--- config.mk ---
export PLATFORM = sky130hd
export DESIGN_NAME = fp32_bit_level_ops_unit
export DESIGN_NICKNAME = d
export VERILOG_FILES = /design/src/design/fp32_ops_pkg.sv /design/src/design/fp32_ops_i2f.sv /design/src/design/fp32_bit_level_ops_unit.sv
export SDC_FILE = /design/constraint.sdc
export NUM_CORES = 1
export LEC_CHECK = 0
export ABC_AREA = 1
export BUFFER_PORTS_ARGS = -buffer_cell sky130_fd_sc_hd__buf_2
export CORE_ASPECT_RATIO = 1.75
export CORE_MARGIN = 2
export CORE_UTILIZATION = 35
export CTS_CLUSTER_DIAMETER = 150
export DETAILED_ROUTE_END_ITERATION = 8
export PLACE_DENSITY = 0.6
export SYNTH_ARGS = -nofsm -noshare
export SYNTH_HDL_FRONTEND = slang
export SYNTH_SLANG_ARGS = --single-unit
--- constraint.sdc ---
create_clock -name clock -period 8.7 [get_ports clock]
set_input_delay 1.74 -clock clock [delete_from_list [all_inputs] [get_ports clock]]
set_output_delay 1.74 -clock clock [all_outputs]
set_load 0.005 [all_outputs]
--- src/design/fp32_ops_pkg.sv ---
// Package for the fp32 bit-level operations unit: opcodes, field constants, widths.
// Depends on nothing; used by the top level and the int-to-float converter.
package fp32_ops_pkg;
   localparam int unsigned OP_WIDTH   = 3;
   localparam int unsigned WORD_WIDTH = 32;
   localparam int unsigned FRAC_BITS  = 23;
   localparam logic [7:0]  BIAS       = 8'd127;

   typedef enum logic [OP_WIDTH-1:0] {
      OP_NEG   = 3'd0,
      OP_I2F   = 3'd1,
      OP_TWICE = 3'd2,
      OP_ABS   = 3'd3,
      OP_HALF  = 3'd4
   } op_type;

   localparam logic [31:0] EXP_MASK  = 32'h7F80_0000;
   localparam logic [31:0] FRAC_MASK = 32'h007F_FFFF;
   localparam logic [31:0] SIGN_MASK = 32'h8000_0000;
   localparam logic [31:0] EXP_ONE   = 32'h0080_0000;
   localparam logic [31:0] MAG_MASK  = 32'h7FFF_FFFF;
   localparam logic [31:0] INT_MIN_F = 32'hCF00_0000;
endpackage

--- src/design/fp32_ops_i2f.sv ---
// Combinational signed 32-bit integer to float32 converter, round to nearest even.
// Depends on fp32_ops_pkg.
module fp32_ops_i2f
   import fp32_ops_pkg::*;
(
   input  logic [31:0] value,
   output logic [31:0] result
);
   logic        sign;
   logic [31:0] mag;
   logic [4:0]  msb;
   logic [31:0] norm;
   logic [7:0]  expo;
   logic [22:0] frac;
   logic        rnd_bit;
   logic        sticky;
   logic [23:0] frac_rnd;
   logic [7:0]  expo_rnd;

   // Magnitude and leading-one position.
   always_comb begin
      sign = value[31];
      mag  = sign ? (~value + 32'd1) : value;
      msb  = 5'd0;
      for (int i = 0; i < 32; i++) begin
         if (mag[i]) msb = 5'(i);
      end
   end

   // Normalize so the leading one is at bit 31, then round.
   always_comb begin
      norm     = mag << (5'd31 - msb);
      frac     = norm[30:8];
      rnd_bit  = norm[7];
      sticky   = |norm[6:0];
      expo     = {3'd0, msb} + BIAS;
      frac_rnd = {1'b0, frac} + {23'd0, rnd_bit & (sticky | frac[0])};
      expo_rnd = expo + {7'd0, frac_rnd[23]};
      if (value == 32'd0) begin
         result = 32'd0;
      end else if (value == SIGN_MASK) begin
         result = INT_MIN_F;
      end else begin
         result = {sign, expo_rnd, frac_rnd[22:0]};
      end
   end
endmodule

--- src/design/fp32_bit_level_ops_unit.sv ---
// Top level of the fp32 bit-level operations unit.
// Depends on fp32_ops_pkg and fp32_ops_i2f.
//
// Each word accepted (start high, busy low) yields one result word, registered first in
// the input register and then in the result register, with rsp_valid
// high for exactly one cycle. busy is always low, so a word may enter every
// cycle; the receiver cannot stall and must take each result as it appears.
module fp32_bit_level_ops_unit
   import fp32_ops_pkg::*;
(
   input  logic        clock,
   input  logic        reset,
   input  logic        start,
   output logic        busy,
   input  logic [2:0]  req_type,
   input  logic [31:0] req_operand,
   output logic        rsp_valid,
   output logic [31:0] rsp_result
);
   logic        in_vld_ff;
   logic [2:0]  op_ff;
   logic [31:0] opd_ff;
   logic        out_vld_ff;
   logic [31:0] res_ff, res_in;
   logic [31:0] i2f_res;
   logic        is_nan;
   logic [31:0] twice_res, half_res;
   logic [31:0] hf;

   assign busy = 1'b0;

   // Input register.
   always_ff @(posedge clock) begin
      if (reset) begin
         in_vld_ff <= 1'b0;
      end else begin
         in_vld_ff <= start & ~busy;
      end
      op_ff  <= req_type;
      opd_ff <= req_operand;
   end

   fp32_ops_i2f u_i2f (.value(opd_ff), .result(i2f_res));

   // Sign, scale and select logic.
   always_comb begin
      is_nan = ((opd_ff & EXP_MASK) == EXP_MASK) && ((opd_ff & FRAC_MASK) != 32'd0);
      if ((opd_ff & EXP_MASK) == EXP_MASK) begin
         twice_res = opd_ff;
      end else if ((opd_ff & EXP_MASK) == 32'd0) begin
         twice_res = (opd_ff & SIGN_MASK) | ((opd_ff << 1) & MAG_MASK);
      end else if (opd_ff[30:23] == 8'hFE) begin
         twice_res = (opd_ff & SIGN_MASK) | EXP_MASK;
      end else begin
         twice_res = opd_ff + EXP_ONE;
      end
      hf = (opd_ff & FRAC_MASK) | (opd_ff & EXP_ONE);
      if ((opd_ff & EXP_MASK) == EXP_MASK) begin
         half_res = opd_ff;
      end else if (opd_ff[30:23] > 8'd1) begin
         half_res = opd_ff - EXP_ONE;
      end else begin
         if (hf[1:0] == 2'b11) hf = hf + 32'd1;
         half_res = (opd_ff & SIGN_MASK) | (hf >> 1);
      end
      case (op_ff)
         OP_NEG:   res_in = is_nan ? opd_ff : (opd_ff ^ SIGN_MASK);
         OP_I2F:   res_in = i2f_res;
         OP_TWICE: res_in = twice_res;
         OP_ABS:   res_in = is_nan ? opd_ff : (opd_ff & MAG_MASK);
         OP_HALF:  res_in = half_res;
         default:  res_in = opd_ff;
      endcase
   end

   // Result register.
   always_ff @(posedge clock) begin
      if (reset) begin
         out_vld_ff <= 1'b0;
      end else begin
         out_vld_ff <= in_vld_ff;
      end
      res_ff <= res_in;
   end

   assign rsp_valid  = out_vld_ff;
   assign rsp_result = res_ff;

   // A word accepted shows up on the result port after the input and result registers.
   a_latency: assert property (@(posedge clock) disable iff (reset)
      start && !busy |=> ##1 rsp_valid)
      else $error("result strobe missing");
   // Negate of a non-NaN word flips only the sign.
   a_neg: assert property (@(posedge clock) disable iff (reset)
      in_vld_ff && op_ff == OP_NEG && !is_nan |=> (rsp_result ^ $past(opd_ff)) == SIGN_MASK)
      else $error("negate changed more than the sign");
endmodule

-- Word level (Yosys, flattened, before mapping)
Cells that the tools add are included.
- bits in registers: 69
- latch bits: 0
- RAM bits: 0
- memory bits (read-only): 0
- output and inout port bits: 34
- logic and storage cells: 81
- memories: 0
- $add $sub $neg: 8
- $mul: 0
- divide/modulo/power cells: 0
- order comparisons: 1
- equal/unequal tests: 8
- shift-type cells: 1
- multiplexer cells: 45
- bitwise gates (word level): 7
- reductions and logical operators: 6
- operators with widths (cell ; number):
    $mux 32 ; 12
    $pmux 32 s5 ; 1
    $mux 5 ; 16
    $logic_not 32->1 ; 2
    $or 32x31->32 ; 2
    $add 32x1->32 const B ; 1
    $add 32x24->32 const B ; 1
    $eq 32x32->1 const B ; 1
    $mux 4 ; 8
    $not 32->32 ; 1
    $reduce_bool 32->1 ; 1
    $shl 32x5->31 ; 1
    $sub 32x24->32 const B ; 1
    $add 24x1->25 const B ; 1
    $mux 25 ; 1
    $add 23x1->24 ; 1
    $or 23x24->24 ; 1
    $eq 8x8->1 const B ; 2
    $mux 3 ; 4
    $add 5x7->8 const B ; 1
    $add 8x1->8 ; 1
    $gt 8x1->1 const B ; 1
    $reduce_or 7->1 ; 1
    $eq 3x2->1 const B ; 2
    other kinds (11) ; 12

-- Depth between registers and ports, before layout
Gate-level depths: netlist of run 1.
- word-level depth: 44
- depth in mapped cells: 57

-- Modules after synthesis
Synthesis of run 1 repeated with hierarchy kept, for this count alone.
- cells, all modules: 1331
- area total of the unflattened synthesis: 7759.9 um2
- modules (own cells, without submodules) (module ; times used ; cells each ; area each (um2) ; seq. area each (um2)):
    fp32_ops_i2f ; 1 ; 799 ; 4021.4 ; 0.0
    fp32_bit_level_ops_unit ; 1 ; 532 ; 3738.6 ; 1381.3

-- Worst setup path before layout of run 1
OpenSTA, ideal clock, no wires.
- path kind: register to register
- from: register opd_ff[0]
- to: register res_ff[29], in the netlist rsp_result[29]
- setup time: 0.135 ns
- arrival time: 4.482 ns
- required time: 8.565 ns
- setup slack: 4.083 ns
- stages on the path, launching flop included: 50
- path buffers: 2
- path through: dfxtp_1 -> inv_2 -> ha_1 -> nand2_1 -> nor2_4 -> o21ai_1 -> nand2_1 -> inv_1 -> nand2_1 -> nand2_1 -> nand2_1 -> nand2_1 -> nand2_1 -> nand2_1 -> nand2_1 -> nand2_1 -> nand2_1 -> nand2_1 -> [... 14 more ...] -> nand2_4 -> buf_6 -> buf_2 -> o21ai_1 -> nand2_1 -> and2_1 -> o211ai_1 -> o21bai_1 -> inv_1 -> nor3_1 -> nand4_1 -> ha_1 -> nand2_1 -> nor2_1 -> inv_1 -> nor4_1 -> a2111oi_0 -> o22ai_1
- longest elaborated chain between the ends: 44
- elaborated cells between the ends (all ways): 54
- classes of those cells: 7 x add/sub; 1 x eq/ne; 1 x shift; 40 x mux; 3 x bitwise; 2 x reduce/logical
- RTL lines (item ; RTL line ; source):
    start: declaration ; fp32_bit_level_ops_unit.sv:22 ; logic [31:0] opd_ff;
    start signal: assignment ; fp32_bit_level_ops_unit.sv:40 ; opd_ff <= req_operand;
    $not 32->32 ; fp32_ops_i2f.sv:23 ; mag = sign ? (~value + 32'd1) : value;
    $add 32x1->32 ; fp32_ops_i2f.sv:23 ;
    $mux 32 ; fp32_ops_i2f.sv:23 ;
    $mux 1 ; fp32_ops_i2f.sv:26 ; if (mag[i]) msb = 5'(i);
    $mux 2 (2 in a row) ; fp32_ops_i2f.sv:26 ;
    $mux 3 (4 in a row) ; fp32_ops_i2f.sv:26 ;
    $mux 4 (8 in a row) ; fp32_ops_i2f.sv:26 ;
    $mux 5 (16 in a row) ; fp32_ops_i2f.sv:26 ;
    [... 3 more ...] ; -- ;
    $or 1x1->1 ; fp32_ops_i2f.sv:37 ; frac_rnd = {1'b0, frac} + {23'd0, rnd_bit & (sticky | frac[0])};
    $and 1x1->1 ; fp32_ops_i2f.sv:37 ;
    $add 23x1->24 ; fp32_ops_i2f.sv:37 ;
    $add 8x1->8 ; fp32_ops_i2f.sv:38 ; expo_rnd = expo + {7'd0, frac_rnd[23]};
    $mux 32 ; fp32_ops_i2f.sv:41 ; end else if (value == SIGN_MASK) begin
    $mux 32 ; fp32_ops_i2f.sv:39 ; if (value == 32'd0) begin
    $pmux 32 s5 (*) ; fp32_bit_level_ops_unit.sv:66 ; case (op_ff)
    net res_in[29] ; fp32_bit_level_ops_unit.sv:24 ; logic [31:0] res_ff, res_in;
    end signal: assignment ; fp32_bit_level_ops_unit.sv:83 ; res_ff <= res_in;
    end: declaration ; fp32_bit_level_ops_unit.sv:24 ;
Mark *: on every way through the listed nets, which the timed path passes. The rest lies on a longest branch.
A chain may end at the register's enable or synchronous reset.

-- Worst setup path in the final report of run 1
- from: register opd_ff[1]
- to: register res_ff[29], in the netlist rsp_result[29]
Same word-level chain as after synthesis.

==> results of run 1 <==
worst max-delay path: cells and delay by family, from the launching register on:
kind | cells | cell delay (ns)
xor gates and xnor gates | 1 | 0.49
AOI/OAI and AO/OA | 2 | 0.48
buffers and inverters | 5 | 1.06
and+or+nand+nor | 26 | 3.68
adders and majority gates | 2 | 0.51
DFF | 1 | 0.36
synthesized netlist by cell type (6+ instances only):
| cell type | n |
|---|---|
| a21oi_1 | 23 |
| inv_2 | 29 |
| o21ai_1 | 17 |
| nand3_2 | 7 |
| inv_1 | 119 |
| nand2_2 | 14 |
| nor2_2 | 6 |
| ha_1 | 12 |
| buf_2 | 20 |
| nand4_1 | 22 |
| clkbuf_1 | 26 |
| nor2_4 | 9 |
| a221oi_1 | 21 |
| nand2_1 | 315 |
| o22ai_1 | 10 |
| dfxtp_1 | 69 |
| o21ai_0 | 44 |
| nand3_1 | 215 |
| nor3_1 | 26 |
| nor2_1 | 114 |
| o211ai_1 | 11 |
| xor2_1 | 37 |
registers in the layout, summed over array words and instances (netlist names):
register	cells
in_vld_ff	1
op_ff	3
opd_ff	32
rsp_result	32
rsp_valid	1
worst paths after layout:
check | from | to | slack (ns) | cells after the start
setup / recovery | opd_ff[1]$_DFF_P_ | rsp_result[29]$_DFF_P_ | 1.93 | 36
hold reg to reg | in_vld_ff$_SDFF_PP0_ | rsp_valid$_SDFF_PP0_ | 0.41 | 2
hold / removal | in_vld_ff$_SDFF_PP0_ | rsp_valid$_SDFF_PP0_ | 0.41 | 2
setup reg to reg | opd_ff[1]$_DFF_P_ | rsp_result[29]$_DFF_P_ | 1.93 | 36
layer usage:
layer,up-vias,GRT usage (%),part of all wire [%]
met2,416,49.3,51
li1,4217,-,-
met1,4062,28.0,35
met4,0,21.4,8.8
met3,133,2.94,5.1
met5,-,0,0
power groups by stage:
stage | Clock (mW) | Combinational (mW) | Sequential (mW)
2_1_floorplan | 0 | 0.385 | 0.368
3_3_place_gp | 0 | 0.541 | 0.382
3_5_place_dp | 0 | 0.540 | 0.382
4_1_cts | 0.424 | 0.542 | 0.375
5_1_grt | 0.437 | 0.609 | 0.378
6_report | 0.419 | 0.551 | 0.375
stage by stage:
stage	hold slack [ns]	instance area [um2]	cells	util, %
5_1_grt	0.435	8020	1527	39.5
3_5_place_dp	0.398	7690	1511	37.9
6_report	0.408	8020	1527	39.5
2_1_floorplan	0.388	7220	1240	-
3_3_place_gp	0.397	7690	1511	37.9
4_1_cts	0.409	8020	1527	39.5
kinds of logic (layout without fill, tap and decap cells):
kind of cell | count (synthesis) | count (layout) | synth area share (%)
AND/OR/NAND/NOR | 744 | 744 | 46.9
XOR/XNOR | 41 | 41 | 5.29
other | 1 | 1 | 0.0519
buffers and inverters | 206 | 245 | 11.4
AO/OA/AOI/OAI | 167 | 167 | 15.1
flip-flops | 69 | 69 | 19.1
adder cells (fa/ha/maj) | 12 | 12 | 2.08
cell type report:
cell class	instances	area, um2	share of cell area, %
timing repair buffer	78	410	5.12
tap	248	310	3.87
sequential	69	1380	17.2
clock inverter	7	106	1.33
multi-input combinational	965	5020	62.6
clock buffer	9	225	2.81
inverter	151	567	7.07
==> results.cfg, run 1 <==
[yosys]
netlist-cell-type-count = 51
synth-main-ff-cell = dfxtp_1
synth-seq-cells = 69
synth-seq-area-share_pct = 19.1
syn-num-nets = 1290
yosys_warnings = 0
synth-edff-count = 0
async_flop_share_pct = 0
synth_top_cell_area_share_pct = 19.1
synth_area_leaders = dfxtp_1, nand2_1, nand3_1, inv_1, nor2_1
syn-instance-count = 1240
synth_area_leader_cell = dfxtp_1
netlist_area_um2 = 7220
avgSynthCellArea_um2 = 5.82

[power_and_ir_drop]
combPwrFrac_pct = 41.0
peakVddDrop_v = 0.000109
powerDensity_nw_per_um2 = 168
p_leak_nw = 3.81
power.internal_uw = 761
p_seq_share_pct = 27.9
p_total_mw = 1.34
p_sw_share_pct = 43.4
pwr-share-clk_pct = 31.1
power.switching_uw = 583

[layout]
area_growth_pct = 11.0
final_nets = 1324
drive_gt1_share_pct = 13.6
fillers = 2263
antenna_cells = 0
final_common_cell = nand2_1
final_cell_mix = nand2_1, nand3_1, inv_1

[detailed_routing]
routed_wl_mm = 30.3
first_iter_violations = 617
wire_per_inst_um = 19.9
vias = 8828
ant_nets = 0
viasPerCell = 5.78
drc = 0
drtPass1Iterations = 5

[die]
die_area_um2 = 21800
dieHeight_um = 194
die_w_um = 113
pin_count = 72
core_um2 = 20300
rows = 69
start_util_pct = 35.6

[timing]
clock.fmax_ghz = 0.148
fin_crit_ns = 6.77
clock_skew_ns = 0.0140
finalSetupViolations = 0
maxSlewHeadroom_pct = 31.3
fin_tns_setup_ns = 0
fin_crit_sh_pct = 77.8
rsz0062_at_grt = no
fin_ws_ns = 1.93
hold_violations = 0
worst_slew_pin_slew_ns = 1.03
final-max-slew-violation-count = 0

[clock_network]
insertion_delay_ns = 0.36
post_cts_buffers = 0
postCtsHoldBufs = 0
cts_made_buffers = 9
clockBufferDepth = 2
cts_sinks = 69
path_clk_slew_ns = 0.06
cts_tree = done
htree_levels = 3
cts_resized = 0
clock-root-buffer = clkbuf_16

[placement]
gp_congestion = 1.00
port_buffers = 70
place_ws_ns = 2.10
dp_hpwl_mm = 24.2

[grt]
grt_pass1_vias = 8444
grt_pass1_wl_mm = 46.3
grt_antenna_before_repair = 0
grt_start_max_net_pins = 42
grt.total_usage_pct = 27.3
overflow = 0

[worst_setup_path]
crit_type = flop to flop
slowest_delay_ns = 0.64
cp_max_fo = 34
start_kind = flop
critical_path.slowest_cell = inv_2
cpMostUsedCell = nand2_1
cp.required_ns = 8.92
arrival_ns = 6.99
cp-end-kind = flop

[hold_path]
hold_path_class = flop to flop

[status]
outcome = finished clean

[job]
max_cap_viol_count = 0
(Power assumes the default switching activity.)
==> run 2, diff against run 1 <==
--- a/config.mk
+++ b/config.mk
@@ -5,14 +5,14 @@
 export SDC_FILE = /design/constraint.sdc
 export NUM_CORES = 1
 export LEC_CHECK = 0
-export ABC_AREA = 1
+export ABC_AREA = 0
 export BUFFER_PORTS_ARGS = -buffer_cell sky130_fd_sc_hd__buf_2
 export CORE_ASPECT_RATIO = 1.75
 export CORE_MARGIN = 2
 export CORE_UTILIZATION = 35
 export CTS_CLUSTER_DIAMETER = 150
 export DETAILED_ROUTE_END_ITERATION = 8
-export PLACE_DENSITY = 0.6
+export PLACE_DENSITY = 0.59
 export SYNTH_ARGS = -nofsm -noshare
 export SYNTH_HDL_FRONTEND = slang
 export SYNTH_SLANG_ARGS = --single-unit
==> constraint.sdc (replaced) <==
create_clock -name clock -period 6.89 [get_ports clock]
set_input_delay 1.378 -clock clock [delete_from_list [all_inputs] [get_ports clock]]
set_output_delay 1.378 -clock clock [all_outputs]
set_load 0.005 [all_outputs]
==> results.cfg, run 2 <==
[layout]
area_growth_pct = 25.8
final_common_cell = buf_4
final_nets = 1431
instances_no_fill = 1694
antenna_cells = 0
drive_gt1_share_pct = 24.2
final_cell_mix = buf_4, nand2_1, nor2_1
final_area_um2 = 10800

[placement]
post_dp_cell_area_um2 = 10300
gp_congestion = 1.05
dp_hpwl_mm = 41.0
place_ws_ns = 0.0801
port_buffers = 70
dp_cells = 1673

[power_and_ir_drop]
p_total_mw = 2.05
peakVddDrop_v = 0.000200
powerDensity_nw_per_um2 = 190
p_leak_nw = 4.15

[yosys]
synth_area_leaders = dfxtp_1, xnor2_1, o21ai_0, nand2_1, nor2_1
netlist_area_um2 = 8580
avgSynthCellArea_um2 = 7.07
synthTopCellsByCount = nand2_1, nor2_1, o21ai_0
synth-seq-area-share_pct = 16.1
synth-edff-count = 0
async_flop_share_pct = 0
synth-main-ff-cell = dfxtp_1
synth_area_leader_cell = dfxtp_1
netlist-cell-type-count = 99
syn-num-nets = 1264
syn-instance-count = 1214
yosys_warnings = 0
synth_most_common_cell = nand2_1
synth_top_cell_area_share_pct = 16.1
synth-seq-cells = 69

[timing]
fin_ws_ns = 0.212
worst_slew_pin_slew_ns = 1.16
fin_crit_sh_pct = 96.9
clock_skew_ns = 0.0101
maxSlewHeadroom_pct = 22.3
finalSetupViolations = 0
fin_tns_setup_ns = 0
fin_crit_ns = 6.68
final-max-slew-violation-count = 0
rsz0062_at_grt = no
hold_violations = 0
clock.fmax_ghz = 0.150

[detailed_routing]
routed_wl_mm = 52.2
drtPass1Iterations = 8
ant_nets = 0
first_iter_violations = 1376
drc = 0
wire_per_inst_um = 30.8
vias = 11600
viasPerCell = 6.82

[die]
dieHeight_um = 211
core_um2 = 24000
die_area_um2 = 25800
pin_count = 72
die_w_um = 122
start_util_pct = 35.7
rows = 75

[worst_setup_path]
cp.required_ns = 7.12
reg2regPathDepth = 20
worstReg2RegStart = opd_ff[20]$_DFF_P_
cp_max_fo = 13
start_kind = flop
r2r_setup_slack_ns = 0.21
r2r_end = rsp_result[24]$_DFF_P_
crit_type = flop to flop
cp-end-kind = flop
arrival_ns = 6.91

[clock_network]
insertion_delay_ns = 0.36
cts_sinks = 69
path_clk_slew_ns = 0.06
htree_levels = 3
postCtsHoldBufs = 0
cts_made_buffers = 9
clock-root-buffer = clkbuf_16
clockBufferDepth = 2
cts_tree = done

[grt]
grt_antenna_before_repair = 0
grt_start_max_net_pins = 39
grt.total_usage_pct = 40.3
grt_pass1_vias = 11100
grt_pass1_wl_mm = 74.5
overflow = 0

[job]
max_cap_viol_count = 0

[hold_path]
min_delay_path_depth = 1
hold_path_class = flop to flop
min_to = rsp_valid$_SDFF_PP0_
holdCritStartpoint = in_vld_ff$_SDFF_PP0_

[status]
outcome = finished clean
run 2: worst max-delay path by stage:
stage / start / endpoint / depth (start not counted)
floorplan: opd_ff[18]$_DFF_P_ / rsp_result[26]$_DFF_P_ / 22
global placement: opd_ff[0]$_DFF_P_ / rsp_result[26]$_DFF_P_ / 25
detailed placement: opd_ff[3]$_DFF_P_ / rsp_result[24]$_DFF_P_ / 21
CTS: opd_ff[3]$_DFF_P_ / rsp_result[24]$_DFF_P_ / 21
global route: opd_ff[20]$_DFF_P_ / rsp_result[24]$_DFF_P_ / 20
finish: opd_ff[20]$_DFF_P_ / rsp_result[24]$_DFF_P_ / 20
run 2: report_power, final:
group	internal [mW]	switching (mW)
logic	0.363	0.672
clock network	0.364	0.184
registers	0.433	0.0319
total	1.16	0.888
run 2: what timing repair did:
| item | CTS | global route |
|---|---|---|
| endpoints found under the hold margin | 0 | 0 |
| endpoints found under the setup margin | 0 | 8 |
| buffers inserted | 0 | 5 |
| resized for setup | 0 | 23 |
run 2: final cells by class:
type | count | area (um2)
fillers | 2601 | 13200
inverters | 20 | 75.1
multi-input cells | 1031 | 6850
clock buffers | 11 | 243
well taps | 308 | 385
flip-flops and latches | 69 | 1380
clock inverters | 5 | 106
repair buffers | 250 | 1750
run 2: cells by family (layout without fill, tap and decap cells):
kind of cell / Yosys count / after routing / synth area share [%]
buf+inv: 114 / 286 / 5.54
xor+xnor: 80 / 80 / 8.25
fa+ha+maj: 12 / 12 / 1.75
simple gates: 491 / 491 / 29.8
mux: 24 / 24 / 2.97
compound gates: 423 / 423 / 35.5
flops: 69 / 69 / 16.1
other cells: 1 / 1 / 0.0437
run 2: per-layer routing:
layer,up-vias,track usage (%),share of wire (%)
met1,5502,41.6,33
met3,226,9.96,8.7
met5,-,0,0
li1,5052,-,-
met2,770,67.4,48
met4,0,33.6,10
run 2: critical path: stages (launching register included):
cell and delay (ns):
dfxtp_1 0.46, or4_4 0.62, or4_4 0.55, or4_1 0.50, a211oi_2 0.28, o32ai_1 0.14, buf_4 0.22, nand3b_1 0.34
a21oi_4 0.36, nand2_1 0.25, or3_1 0.38, a31oi_1 0.34, or3b_1 0.43, nor4b_2 0.36, nand3b_1 0.31, buf_4 0.24
ha_1 0.19, buf_4 0.14, xnor2_1 0.11, o21ai_0 0.20, nand4_1 0.12
run 2: through the flow:
| step | utilization, % | hold slack [ns] |
|---|---|---|
| 3_3_place_gp | 42.9 | 0.448 |
| 4_1_cts | 44.3 | 0.459 |
| 5_1_grt | 44.9 | 0.471 |
| 6_report | 44.9 | 0.455 |
| 2_1_floorplan | - | 0.414 |
| 3_5_place_dp | 42.9 | 0.432 |
